### config.mk
export PLATFORM = sky130hd
export DESIGN_NAME = regex_nfa_matcher_core
export DESIGN_NICKNAME = d
export VERILOG_FILES = /design/src/rnm_pkg.sv /design/src/rnm_nfa_step.sv /design/src/regex_nfa_matcher_core.sv
export SDC_FILE = /design/constraint.sdc
export NUM_CORES = 1
export LEC_CHECK = 0
export BUFFER_PORTS_ARGS = -buffer_cell sky130_fd_sc_hd__buf_2
export CELL_PAD_IN_SITES_DETAIL_PLACEMENT = 1
export CELL_PAD_IN_SITES_GLOBAL_PLACEMENT = 1
export CORE_ASPECT_RATIO = 2
export CORE_MARGIN = 8
export CORE_UTILIZATION = 40
export CTS_CLUSTER_DIAMETER = 30
export DETAILED_ROUTE_END_ITERATION = 6
export MAX_ROUTING_LAYER = met4
export PLACE_DENSITY = 0.77
export SLEW_MARGIN = 20
export SYNTH_ARGS = -nofsm -noshare
export SYNTH_HDL_FRONTEND = slang
export SYNTH_HIERARCHICAL = 1
export SYNTH_SLANG_ARGS = --single-unit
### constraint.sdc
create_clock -name clk_i -period 3.4 [get_ports clk_i]
set_input_delay 0.17 -clock clk_i [delete_from_list [all_inputs] [get_ports clk_i]]
set_output_delay 0.17 -clock clk_i [all_outputs]
set_load 0.05 [all_outputs]
### src/rnm_pkg.sv
`timescale 1ns / 1ps

package rnm_pkg;

  // Pattern size limits
  localparam int unsigned MaxElements  = 8;
  localparam int unsigned CharWidth    = 8;
  localparam int unsigned LengthWidth  = 4;
  localparam int unsigned CfgIdxWidth  = 3;
  localparam int unsigned CfgDataWidth = 64;

  // Configuration register indexes
  typedef enum logic [CfgIdxWidth-1:0] {
    CfgPatternChars  = 3'd0,
    CfgAnyMask       = 3'd1,
    CfgStarMask      = 3'd2,
    CfgPlusMask      = 3'd3,
    CfgPatternLength = 3'd4,
    CfgAnchorStart   = 3'd5,
    CfgAnchorEnd     = 3'd6
  } cfg_reg_e;

  // Pattern configuration as seen by the NFA step logic
  typedef struct packed {
    logic [MaxElements*CharWidth-1:0] pattern_chars;
    logic [MaxElements-1:0]           any_mask;
    logic [MaxElements-1:0]           star_mask;
    logic [MaxElements-1:0]           plus_mask;
    logic [LengthWidth-1:0]           pattern_length;
    logic                             anchor_start;
    logic                             anchor_end;
  } cfg_t;

endpackage

### src/rnm_nfa_step.sv
`timescale 1ns / 1ps

// One text byte through the bit-parallel NFA: epsilon closure, byte step,
// second closure, and the found-flag update.
module rnm_nfa_step
  import rnm_pkg::*;
#(
  parameter int unsigned PatternElements = MaxElements
) (
  input  cfg_t                       cfg_i,
  input  logic [PatternElements:0]   pos_i,
  input  logic [PatternElements-1:0] rep_i,
  input  logic                       at_start_i,
  input  logic                       found_i,
  input  logic [CharWidth-1:0]       text_char_i,
  input  logic                       last_char_i,
  output logic [PatternElements:0]   pos_o,
  output logic [PatternElements-1:0] rep_o,
  output logic                       found_o
);

  localparam int unsigned N  = PatternElements;
  localparam int unsigned LW = $clog2(N + 1);

  logic [LW-1:0]  len;
  logic [N-1:0]   star;
  logic [N-1:0]   plus_eff;
  logic [N:0]     pos_seed;
  logic [N:0]     pos_cl;
  logic [N:0]     pos_step;
  logic [N:0]     pos_next_cl;
  logic [N:0]     pos_mask;
  logic [N-1:0]   rep_step;
  logic           empty_never;
  logic           found_pre;
  logic           found_post;

  // Skip over star elements and over entered plus repeats (ripple, N steps)
  function automatic logic [N:0] closure(input logic [N:0]   pos,
                                         input logic [N-1:0] rep,
                                         input logic [N-1:0] st,
                                         input logic [N-1:0] pl,
                                         input logic [LW-1:0] ln);
    logic [N:0] p;
    p = pos;
    for (int k = 0; k < N; k++) begin
      if ((k < int'(ln)) && ((p[k] && st[k]) || (rep[k] && pl[k]))) begin
        p[k+1] = 1'b1;
      end
    end
    return p;
  endfunction

  // Clamp the length to the element count
  assign len = (cfg_i.pattern_length > LengthWidth'(N)) ? LW'(N)
                                                        : LW'(cfg_i.pattern_length);
  assign star     = cfg_i.star_mask[N-1:0];
  assign plus_eff = cfg_i.plus_mask[N-1:0] & ~cfg_i.star_mask[N-1:0];

  assign empty_never = (len == '0) && !cfg_i.anchor_start;

  // Start position enters on every byte unless anchored
  assign pos_seed = pos_i | {{N{1'b0}}, (at_start_i || !cfg_i.anchor_start)};
  assign pos_cl   = closure(pos_seed, rep_i, star, plus_eff, len);

  assign found_pre = !cfg_i.anchor_end && !empty_never && pos_cl[len];

  // Byte step across all elements in parallel
  always_comb begin
    logic hit;
    pos_step = '0;
    rep_step = '0;
    hit      = 1'b0;
    for (int k = 0; k < N; k++) begin
      hit = cfg_i.any_mask[k] ||
            (cfg_i.pattern_chars[CharWidth*k +: CharWidth] == text_char_i);
      if ((k < int'(len)) && hit) begin
        if (star[k]) begin
          pos_step[k] = pos_step[k] | pos_cl[k];
        end else if (plus_eff[k]) begin
          rep_step[k] = pos_cl[k] || rep_i[k];
        end else begin
          pos_step[k+1] = pos_step[k+1] | pos_cl[k];
        end
      end
    end
  end

  // Positions 0..len are live
  always_comb begin
    for (int p = 0; p <= N; p++) begin
      pos_mask[p] = (p <= int'(len));
    end
  end

  assign pos_next_cl = closure(pos_step, rep_step, star, plus_eff, len) & pos_mask;

  assign found_post = !empty_never && pos_next_cl[len] &&
                      (!cfg_i.anchor_end || last_char_i);

  assign pos_o   = pos_next_cl;
  assign rep_o   = rep_step;
  assign found_o = found_i || found_pre || found_post;

endmodule

### src/regex_nfa_matcher_core.sv
`timescale 1ns / 1ps

// Channel  Direction  Handshake                 Payload
// in       request    in_valid_i / in_stall_o   text_char_i, last_char_i
// out      result     out_valid_o / out_stall_i match_found_o
// cfg      write      cfg_valid_i / cfg_ready_o cfg_index_i, cfg_data_i
//
// One byte per cycle while the input is not stalled: the NFA state register closes its loop
// through one pass of the step logic, so a byte is accepted in every cycle without a stall.
// The result appears on the output register the cycle after the last byte.
// Input stalls only while a result sits in the output register and is stalled.
// Reset clears the pattern registers and the NFA state; no clearing pass.

module regex_nfa_matcher_core
  import rnm_pkg::*;
#(
  parameter int unsigned PatternElements = MaxElements
) (
  input  logic                    clk_i,
  input  logic                    rst_ni,
  // text input
  input  logic                    in_valid_i,
  output logic                    in_stall_o,
  input  logic [CharWidth-1:0]    text_char_i,
  input  logic                    last_char_i,
  // result output
  output logic                    out_valid_o,
  input  logic                    out_stall_i,
  output logic                    match_found_o,
  // configuration writes
  input  logic                    cfg_valid_i,
  output logic                    cfg_ready_o,
  input  logic [CfgIdxWidth-1:0]  cfg_index_i,
  input  logic [CfgDataWidth-1:0] cfg_data_i
);

  localparam int unsigned N = PatternElements;

  cfg_t           cfg_q;
  logic [N:0]     pos_q, pos_d;
  logic [N-1:0]   rep_q, rep_d;
  logic           found_q, found_d;
  logic           at_start_q;
  logic           out_valid_q;
  logic           match_q;
  logic           in_fire;
  logic           out_fire;

  // Configuration registers
  assign cfg_ready_o = 1'b1;

  always_ff @(posedge clk_i or negedge rst_ni) begin
    if (!rst_ni) begin
      cfg_q <= '0;
    end else if (cfg_valid_i && cfg_ready_o) begin
      case (cfg_reg_e'(cfg_index_i))
        CfgPatternChars:  cfg_q.pattern_chars  <= cfg_data_i;
        CfgAnyMask:       cfg_q.any_mask       <= cfg_data_i[MaxElements-1:0];
        CfgStarMask:      cfg_q.star_mask      <= cfg_data_i[MaxElements-1:0];
        CfgPlusMask:      cfg_q.plus_mask      <= cfg_data_i[MaxElements-1:0];
        CfgPatternLength: cfg_q.pattern_length <= cfg_data_i[LengthWidth-1:0];
        CfgAnchorStart:   cfg_q.anchor_start   <= cfg_data_i[0];
        CfgAnchorEnd:     cfg_q.anchor_end     <= cfg_data_i[0];
        default: ;
      endcase
    end
  end

  // Handshakes
  assign in_stall_o = out_valid_q && out_stall_i;
  assign in_fire    = in_valid_i && !in_stall_o;
  assign out_fire   = out_valid_q && !out_stall_i;

  // NFA step
  rnm_nfa_step #(
    .PatternElements(N)
  ) u_step (
    .cfg_i      (cfg_q),
    .pos_i      (pos_q),
    .rep_i      (rep_q),
    .at_start_i (at_start_q),
    .found_i    (found_q),
    .text_char_i(text_char_i),
    .last_char_i(last_char_i),
    .pos_o      (pos_d),
    .rep_o      (rep_d),
    .found_o    (found_d)
  );

  // NFA state; string end returns it to the start condition
  always_ff @(posedge clk_i or negedge rst_ni) begin
    if (!rst_ni) begin
      pos_q      <= '0;
      rep_q      <= '0;
      found_q    <= 1'b0;
      at_start_q <= 1'b1;
    end else if (in_fire) begin
      if (last_char_i) begin
        pos_q      <= '0;
        rep_q      <= '0;
        found_q    <= 1'b0;
        at_start_q <= 1'b1;
      end else begin
        pos_q      <= pos_d;
        rep_q      <= rep_d;
        found_q    <= found_d;
        at_start_q <= 1'b0;
      end
    end
  end

  // Output register
  always_ff @(posedge clk_i or negedge rst_ni) begin
    if (!rst_ni) begin
      out_valid_q <= 1'b0;
    end else if (in_fire && last_char_i) begin
      out_valid_q <= 1'b1;
    end else if (out_fire) begin
      out_valid_q <= 1'b0;
    end
  end

  always_ff @(posedge clk_i) begin
    if (in_fire && last_char_i) begin
      match_q <= found_d;
    end
  end

  assign out_valid_o   = out_valid_q;
  assign match_found_o = match_q;

endmodule

==> reports/qor.yml, run 1 <==
power_and_ir_drop:
  internal_power_w: 0.00336
  p_seq_share_pct: 38.2
  power_density_nw_per_um2: 604
  clockPowerShare_pct: 34.1
  vdd_drop_max_mv: 0.316
  power_frac_comb_pct: 27.6
  leakage_nw: 3.76
  p_switching_w: 0.00167
  p_sw_share_pct: 33.3
worst_setup_path:
  start_kind: "flop"
  cp-end-kind: "flop"
  cp_data_required_time_ns: 3.70
  worst_path_most_repeated_cell: "a211o_1"
  critical_path_peak_fanout: 7
  critical_path.slowest_cell: "dfrtp_1"
  max_stage_delay_ns: 0.47
  crit_arrival_ns: 3.54
  crit_path_cell_trace: "and3b_1 > a211o_1 > o22a_1 > a31o_1 > a221o_1 > a211o_1 > a22o_1 > o32ai_2 > a21oi_1 > nor2b_1 > mux2_2"
  path_class: "reg -> reg"
global_routing:
  grt_max_degree: 68
  grt_pass1_wl_mm: 33.8
  track_usage_pct: 21.6
  grt_overflow_total: 0
  grt_pass1_vias: 6002
  antenna_found_initial: 1
drt:
  vias_per_cell: 5.62
  ant_nets: 0
  drt_iter0_markers: 230
  wl_per_cell_um: 22.3
  drc_errors: 0
  totalWireLength_mm: 20.9
  via_count: 5251
  first_pass_iters: 4
sta:
  max_freq_mhz: 308
  clock_skew_ns: 0.00799
  tns_ns: 0
  hold_violations: 0
  setup_viol: 0
  slew_headroom_pct: 40.0
  tightestPinTransition_ns: 0.901
  rsz0062_at_grt: "no"
  fin_crit_sh_pct: 95.4
  hold_ws_ns: 0.0104
  final_max_slew_viol_count: 0
  setup_slack_ns: 0.157
  fin_crit_ns: 3.24
synthesis:
  syn_inst: 564
  synth_edf_count: 1
  ys_warn_count: 6
  synth.distinct_cells: 74
  synth_nets: 645
  syn_area_per_cell_um2: 11.5
  ys_seq_area_share_pct: 44.4
  synthFlopType: "dfrtp_1"
  synth_seq_cells: 115
  syn-cell-area_um2: 6500
  synth_async_sr_flop_share_pct: 99.1
clocking:
  htreeDepth: 4
  cts_tree: "yes"
  cts.root.buffer_cell: "clkbuf_16"
  insertion_delay_ns: 0.42
  cts_setup_buffers: 0
  numCtsBuffers: 17
  cts.reportedPaths.clkPinSlew_ns: 0.06
  cts.sinks: 115
  clockBufferDepth: 2
final_layout:
  final_common_cell: "dfrtp_1"
  final.fill_count: 1713
  final_nets: 798
  multi_input_area_um2: 3450
  final_core_utilization_pct: 51.7
  drive_above_1_share_pct: 29.3
  area_delta_synth_final_pct: 28.2
  layout_common_cells: "dfrtp_1 (110), buf_2 (82), mux2_1 (60), xor2_1 (60), dlygate4sd3_1 (56)"
  regArea_um2: 2890
die:
  num_io_pins: 85
  initial_core_util_pct: 40.4
  fp-row-count: 66
  core_um2: 16100
  die_w_um: 106
  die_h_um: 196
  die_area_um2: 20800
run:
  maxCapViolCount: 0
run_status:
  outcome: "finished clean"
worst_hold_path:
  hold_class: "in -> reg"
place:
  io_buffers: 83
  dp_hpwl_mm: 13.7
  pre_cts_ws_ns: 0.173
  routabilityCongestion: 0.917
-- logic make-up (layout without fill, tap and decap cells) --
logic type / Yosys count / count (layout) / synth area share (%)
muxes: 116 / 116 / 20.3
AOI/OAI and AO/OA: 87 / 87 / 9.93
and+or+nand+nor: 148 / 148 / 13.7
buffers and inverters: 33 / 199 / 3.02
DFF: 115 / 115 / 44.4
other: 1 / 2 / 0.0577
xor gates and xnor gates: 64 / 64 / 8.63
-- critical path: cells and delay by family, from the launching register on --
| kind | cells | cell delay, ns |
|---|---|---|
| multiplexers | 1 | 0.27 |
| AND/OR/NAND/NOR | 2 | 0.34 |
| AO/OA/AOI/OAI | 8 | 2.03 |
| flip-flops | 1 | 0.47 |
-- flip-flops by register name, summed over array words and instances, names as in the netlist --
register,flops
at_start_q,1
cfg_q,94
found_q,1
match_found_o,1
out_valid_o,1
pos_q,9
rep_q,8
-- power groups by stage --
stage | Clock [W] | Sequential [W] | Combinational [W]
3_3_place_gp | 0 | 0.00191 | 0.00124
2_1_floorplan | 0 | 0.00185 | 0.000894
3_5_place_dp | 0 | 0.00193 | 0.00128
4_1_cts | 0.00175 | 0.00191 | 0.00135
6_report | 0.00172 | 0.00192 | 0.00139
5_1_grt | 0.00180 | 0.00196 | 0.00151
-- stage by stage --
stage	total power [W]	std cells	area [um2]
6_report	0.00503	935	8330
5_1_grt	0.00527	935	8330
4_1_cts	0.00502	934	8310
3_5_place_dp	0.00321	846	7180
3_3_place_gp	0.00315	846	7180
2_1_floorplan	0.00275	564	6500
-- final timing paths --
check | depth (start not counted) | startpoint | slack, ns | endpoint
min in group asynchronous | 2 | rst_ni | 0.44 | cfg_q[73]
worst min register to register | 1 | cfg_q[90] | 0.50 | cfg_q[90]
max in group asynchronous | 3 | rst_ni | 2.05 | cfg_q[55]
worst max-delay path | 11 | cfg_q[18] | 0.16 | found_q
worst max register to register | 11 | cfg_q[18] | 0.16 | found_q
worst min-delay path | 2 | cfg_data_i[58] | 0.01 | cfg_q[88]
-- final cells by class --
class	instances	share of cell area [%]
clock buffer	19	5.32
inverter	6	0.270
tap	204	3.06
sequential	115	34.7
clock inverter	13	1.52
multi-input combinational	416	41.4
timing repair buffer	161	13.7
antenna	1	0.0300
-- per-layer routing --
metal | up-vias | part of all wire, % | track usage (%)
met5 | - | 0 | -
met4 | 0 | 2.3 | 7.35
met3 | 39 | 3.4 | 4.11
met2 | 148 | 55 | 38.4
met1 | 2688 | 40 | 23.4
li1 | 2376 | - | -
-- repair_timing --
item	CTS	global route
hold buffers	56	0
endpoints found under the hold margin	119	0
resized for setup	0	7
endpoints found under the setup margin	0	1
-- synthesized netlist by cell type, types with 5 or more instances --
| library cell | n | area share [%] |
|---|---|---|
| mux2_1 | 60 | 10 |
| or2_2 | 6 | 0.58 |
| nand2_1 | 15 | 0.87 |
| and2_1 | 9 | 0.87 |
| a21oi_1 | 23 | 1.8 |
| nor2_1 | 23 | 1.3 |
| xor2_1 | 60 | 8.1 |
| a31oi_1 | 5 | 0.48 |
| nor2b_1 | 20 | 1.9 |
| dfrtp_1 | 113 | 44 |
| nor3_1 | 8 | 0.62 |
| buf_6 | 7 | 1.2 |
| nand3_1 | 7 | 0.54 |
| a21o_1 | 6 | 0.69 |
| nor3b_1 | 5 | 0.58 |
| nor4_1 | 18 | 1.7 |
| clkbuf_1 | 8 | 0.46 |
| mux2_2 | 54 | 9.4 |
| o21ai_0 | 7 | 0.54 |
| inv_1 | 6 | 0.35 |
| buf_2 | 10 | 0.77 |
| nand2b_1 | 6 | 0.58 |
No activity file was read; power rests on OpenSTA's default activity.
==> inputs of run 2 (changes only) <==
SETUP_SLACK_MARGIN = 0.4   (was default)
==> reports/qor.yml, run 2 (synthesis gave the netlist of run 1 again) <==
drt:
  ant_nets: 0
  wl_per_cell_um: 22.9
  totalWireLength_mm: 21.8
  drc_errors: 0
  drt_iter0_markers: 286
  first_pass_iters: 5
  vias_per_cell: 5.64
  via_count: 5358
final_layout:
  final_nets: 814
  drive_above_1_share_pct: 34.5
  layout.cells.non_filler: 950
  final_area_um2: 8600
  diodes: 0
  final_common_cell: "dfrtp_1"
  final.fill_count: 1719
  reg_top3: "cfg_q: 94 flops, pos_q: 9 flops, rep_q: 8 flops"
  largest_reg_flops: 94
  top_register: "cfg_q"
  area_delta_synth_final_pct: 32.3
  layout_common_cells: "dfrtp_1 (108), buf_2 (83), mux2_1 (60), xor2_1 (60), dlygate4sd3_1 (57)"
global_routing:
  grt_overflow_total: 0
  grt_pass1_vias: 6138
  grt_pass1_wl_mm: 34.5
  track_usage_pct: 21.9
  antenna_found_initial: 0
  grt_max_degree: 65
place:
  post-place-cells: 838
  place_area_um2: 7120
  dp_hpwl_mm: 13.4
  io_buffers: 83
  routabilityCongestion: 0.897
worst_setup_path:
  crit_start: "cfg_q[50]"
  r2r_slack_ns: 0.25
  worst-path-stages: 11
  reg2reg_from: "cfg_q[50]"
  r2r_end: "found_q"
  critical_path_peak_fanout: 4
  critical_path.slowest_cell: "o311a_4"
  crit_arrival_ns: 3.51
  cp_top_family: "compound AO/OA/AOI/OAI gates"
  worst-path-buf-inv: 0
  r2r_cells: 11
  max_stage_delay_ns: 0.43
  worst_path_most_repeated_cell: "a21oi_1"
  start_kind: "flop"
  cp_data_required_time_ns: 3.76
  endpoint: "found_q"
  cp-end-kind: "flop"
  crit_path_cell_trace: "xor2_1 > nor4_2 > a21oi_1 > or2_0 > o311a_4 > o211a_1 > o21ai_0 > o32ai_2 > a21oi_1 > nor2b_1 > mux2_4"
  path_class: "reg -> reg"
sta:
  rsz0062_at_grt: "yes"
  tns_ns: 0
  slew_headroom_pct: 41.5
  tightestPinTransition_ns: 0.877
  clock_skew_ns: 0.0107
  hold_violations: 0
  max_freq_mhz: 317
  fin_crit_sh_pct: 92.7
  setup_viol: 0
  fin_crit_ns: 3.15
  final_max_slew_viol_count: 0
die:
  fp-row-count: 66
  core_um2: 16100
  die_h_um: 196
  die_w_um: 106
  num_io_pins: 85
  die_area_um2: 20800
  initial_core_util_pct: 40.4
worst_hold_path:
  hold_class: "in -> reg"
  holdCritStartpoint: "cfg_data_i[31]"
power_and_ir_drop:
  power_density_nw_per_um2: 602
  vdd_drop_max_mv: 0.368
  leakage_nw: 3.85
  finalPower_w: 0.00517
clocking:
  cts.root.buffer_cell: "clkbuf_16"
  numCtsBuffers: 17
  insertion_delay_ns: 0.42
  cts.sinks: 115
  cts_tree: "yes"
  clockBufferDepth: 2
  cts.reportedPaths.clkPinSlew_ns: 0.06
  htreeDepth: 4
run_status:
  outcome: "finished clean"
run:
  maxCapViolCount: 0
[run 2: stage by stage]
step | setup WS, ns | util [%] | hold WS (ns)
2_1_floorplan | 0.421 | - | -0.126
3_3_place_gp | 0.168 | 44.2 | 0.254
3_5_place_dp | 0.0770 | 44.2 | 0.269
4_1_cts | 0.305 | 52.7 | 0.0199
5_1_grt | 0.169 | 53.4 | 0.0274
6_report | 0.247 | 53.4 | 0.0313
[run 2: timing repair]
action                                  in CTS  in global routing
endpoints found under the setup margin       6                  6
hold buffers                                57                  0
hold endpoints to repair                   104                  0
resized for setup                           31                 12
pin swaps                                   18                 10
setup buffers                               16                  7
[run 2: power breakdown]
part | total (W) | internal (W) | switching [W] | leakage, nW
clock network | 0.00167 | 0.000954 | 0.000715 | 0.252
registers | 0.00194 | 0.00166 | 0.000280 | 1.40
logic | 0.00157 | 0.000766 | 0.000802 | 2.19
[run 2: final cells by class]
type | instances | area, um2 | area share, %
timing repair buffer | 177 | 1280 | 14.9
tap | 204 | 255 | 2.97
sequential | 115 | 2890 | 33.6
clock inverter | 14 | 104 | 1.21
multi-input combinational | 416 | 3600 | 41.9
inverter | 6 | 26.3 | 0.306
clock buffer | 18 | 439 | 5.11
[run 2: worst min path at each step]
stage,to,cells past startpoint
3_5_place_dp,cfg_q[82],1
6_report,cfg_q[61],2
3_3_place_gp,cfg_q[82],1
4_1_cts,cfg_q[61],2
2_1_floorplan,cfg_q[0],0
5_1_grt,cfg_q[61],2
[run 2: metal layers]
| metal | wire length [um] | global-route usage (%) | vias up |
|---|---|---|---|
| met4 | 556 | 7.66 | 0 |
| met5 | 0 | - | - |
| met1 | 8680 | 24.9 | 2742 |
| met3 | 813 | 3.91 | 39 |
| met2 | 11700 | 37.7 | 165 |
| li1 | - | - | 2412 |
==> inputs of run 3 (changes only) <==
PLACE_DENSITY = 0.74   (was 0.77)
==> reports/qor.yml, run 3 (synthesis gave the netlist of run 1 again) <==
run_status:
  outcome: "finished clean"
final_layout:
  final_nets: 809
  final.fill_count: 1713
  multi_input_area_um2: 3560
  largest_reg_flops: 94
  drive_above_1_share_pct: 33.2
  regArea_um2: 2890
  reg_top3: "cfg_q: 94 flops, pos_q: 9 flops, rep_q: 8 flops"
  final_common_cell: "dfrtp_1"
  layout_common_cells: "dfrtp_1 (108), buf_2 (83), mux2_1 (60), xor2_1 (60), dlygate4sd3_1 (56)"
  diodes: 0
  layout.cells.non_filler: 945
  top_register: "cfg_q"
  area_delta_synth_final_pct: 31.8
  final_core_utilization_pct: 53.2
drt:
  via_count: 5268
  first_pass_iters: 4
  drt_iter0_markers: 241
  drc_errors: 0
  totalWireLength_mm: 21.0
  ant_nets: 0
  vias_per_cell: 5.57
  wl_per_cell_um: 22.2
clocking:
  clockBufferDepth: 2
  numCtsBuffers: 17
  cts.root.buffer_cell: "clkbuf_16"
  cts.reportedPaths.clkPinSlew_ns: 0.06
  htreeDepth: 4
  cts_tree: "yes"
  insertion_delay_ns: 0.42
  cts.sinks: 115
sta:
  max_freq_mhz: 316
  clock_skew_ns: 0.00831
  fin_crit_sh_pct: 93.1
  fin_crit_ns: 3.16
  tns_ns: 0
  tightestPinTransition_ns: 0.941
  hold_violations: 0
  setup_viol: 0
  slew_headroom_pct: 37.3
  final_max_slew_viol_count: 0
  rsz0062_at_grt: "yes"
global_routing:
  track_usage_pct: 21.3
  grt_pass1_wl_mm: 33.3
  antenna_found_initial: 0
  grt_max_degree: 72
  grt_pass1_vias: 5957
  grt_overflow_total: 0
place:
  io_buffers: 83
  post-place-cells: 839
  dp_hpwl_mm: 13.2
  routabilityCongestion: 0.877
worst_hold_path:
  hold_depth: 2
  hold_class: "in -> reg"
  holdCritStartpoint: "cfg_data_i[31]"
  whs_endpoint: "cfg_q[61]"
worst_setup_path:
  cp-end-kind: "flop"
  r2r_cells: 12
  r2r_end: "found_q"
  crit_arrival_ns: 3.46
  path_class: "reg -> reg"
  reg2reg_from: "cfg_q[3]"
  critical_path_peak_fanout: 7
  start_kind: "flop"
  r2r_slack_ns: 0.24
  cp_data_required_time_ns: 3.70
power_and_ir_drop:
  power_density_nw_per_um2: 622
  leakage_nw: 3.86
  vdd_drop_max_mv: 0.307
die:
  core_um2: 16100
  die_h_um: 196
  num_io_pins: 85
  fp-row-count: 66
  initial_core_util_pct: 40.4
  die_area_um2: 20800
  die_w_um: 106
run:
  maxCapViolCount: 0
-- run 3: power breakdown --
part           internal (W)  leakage, nW  switching [W]
logic              0.000757         2.17       0.000773
clock network       0.00116        0.288       0.000703
registers           0.00166         1.40       0.000276
-- run 3: worst max path at each step --
| stage | start | to | slack, ns | depth (start not counted) |
|---|---|---|---|---|
| floorplan | cfg_q[3] | found_q | 0.42 | 12 |
| global placement | cfg_q[3] | found_q | 0.15 | 11 |
| detailed placement | cfg_q[3] | found_q | 0.08 | 11 |
| CTS | cfg_q[5] | found_q | 0.32 | 11 |
| global route | cfg_q[3] | found_q | 0.04 | 12 |
| finish | cfg_q[3] | found_q | 0.24 | 12 |
-- run 3: layout make-up --
cell class                      count  area share [%]
Clock inverter                     14            2.05
Multi-Input combinational cell    416            41.6
Timing Repair Buffer              172            14.3
Sequential cell                   115            33.7
Clock buffer                       18            5.01
Inverter                            6           0.307
Tap cell                          204            2.98
-- run 3: worst max-delay path, cell delays in order, from the launching register on --
cell,delay [ns]
dfrtp_2,0.47
o21a_1,0.23
a211o_1,0.31
o22a_1,0.20
buf_4,0.15
nor3_1,0.23
a21oi_1,0.18
o221ai_1,0.31
nor3b_1,0.25
and4_1,0.24
a21oi_1,0.08
nor2b_1,0.13
mux2_2,0.27
-- run 3: timing repair --
| action | CTS | global route |
|---|---|---|
| pin swaps | 10 | 8 |
| hold buffers | 56 | 0 |
| endpoints found under the hold margin | 123 | 0 |
| gates resized for setup | 17 | 17 |
| endpoints found under the setup margin | 6 | 7 |
| setup buffers | 15 | 3 |
-- run 3: metrics by stage --
stage                     total power [W]  worst slack (ns)  hold slack, ns  cell area, um2
final                             0.00533             0.235          0.0157            8560
after global routing              0.00557            0.0375          0.0144            8560
after CTS                         0.00521             0.324         0.00117            8450
after detailed placement          0.00318            0.0756           0.356            7130
after global placement            0.00313             0.150           0.354            7130
after floorplan                   0.00275             0.421          -0.126            6500
-- run 3: routing by layer --
layer,global-route usage (%),vias to the layer above,part of all wire [%]
li1,-,2395,-
met3,4.14,52,2.9
met5,-,-,0
met1,23.0,2680,39
met2,37.0,141,54
met4,8.77,0,3.9
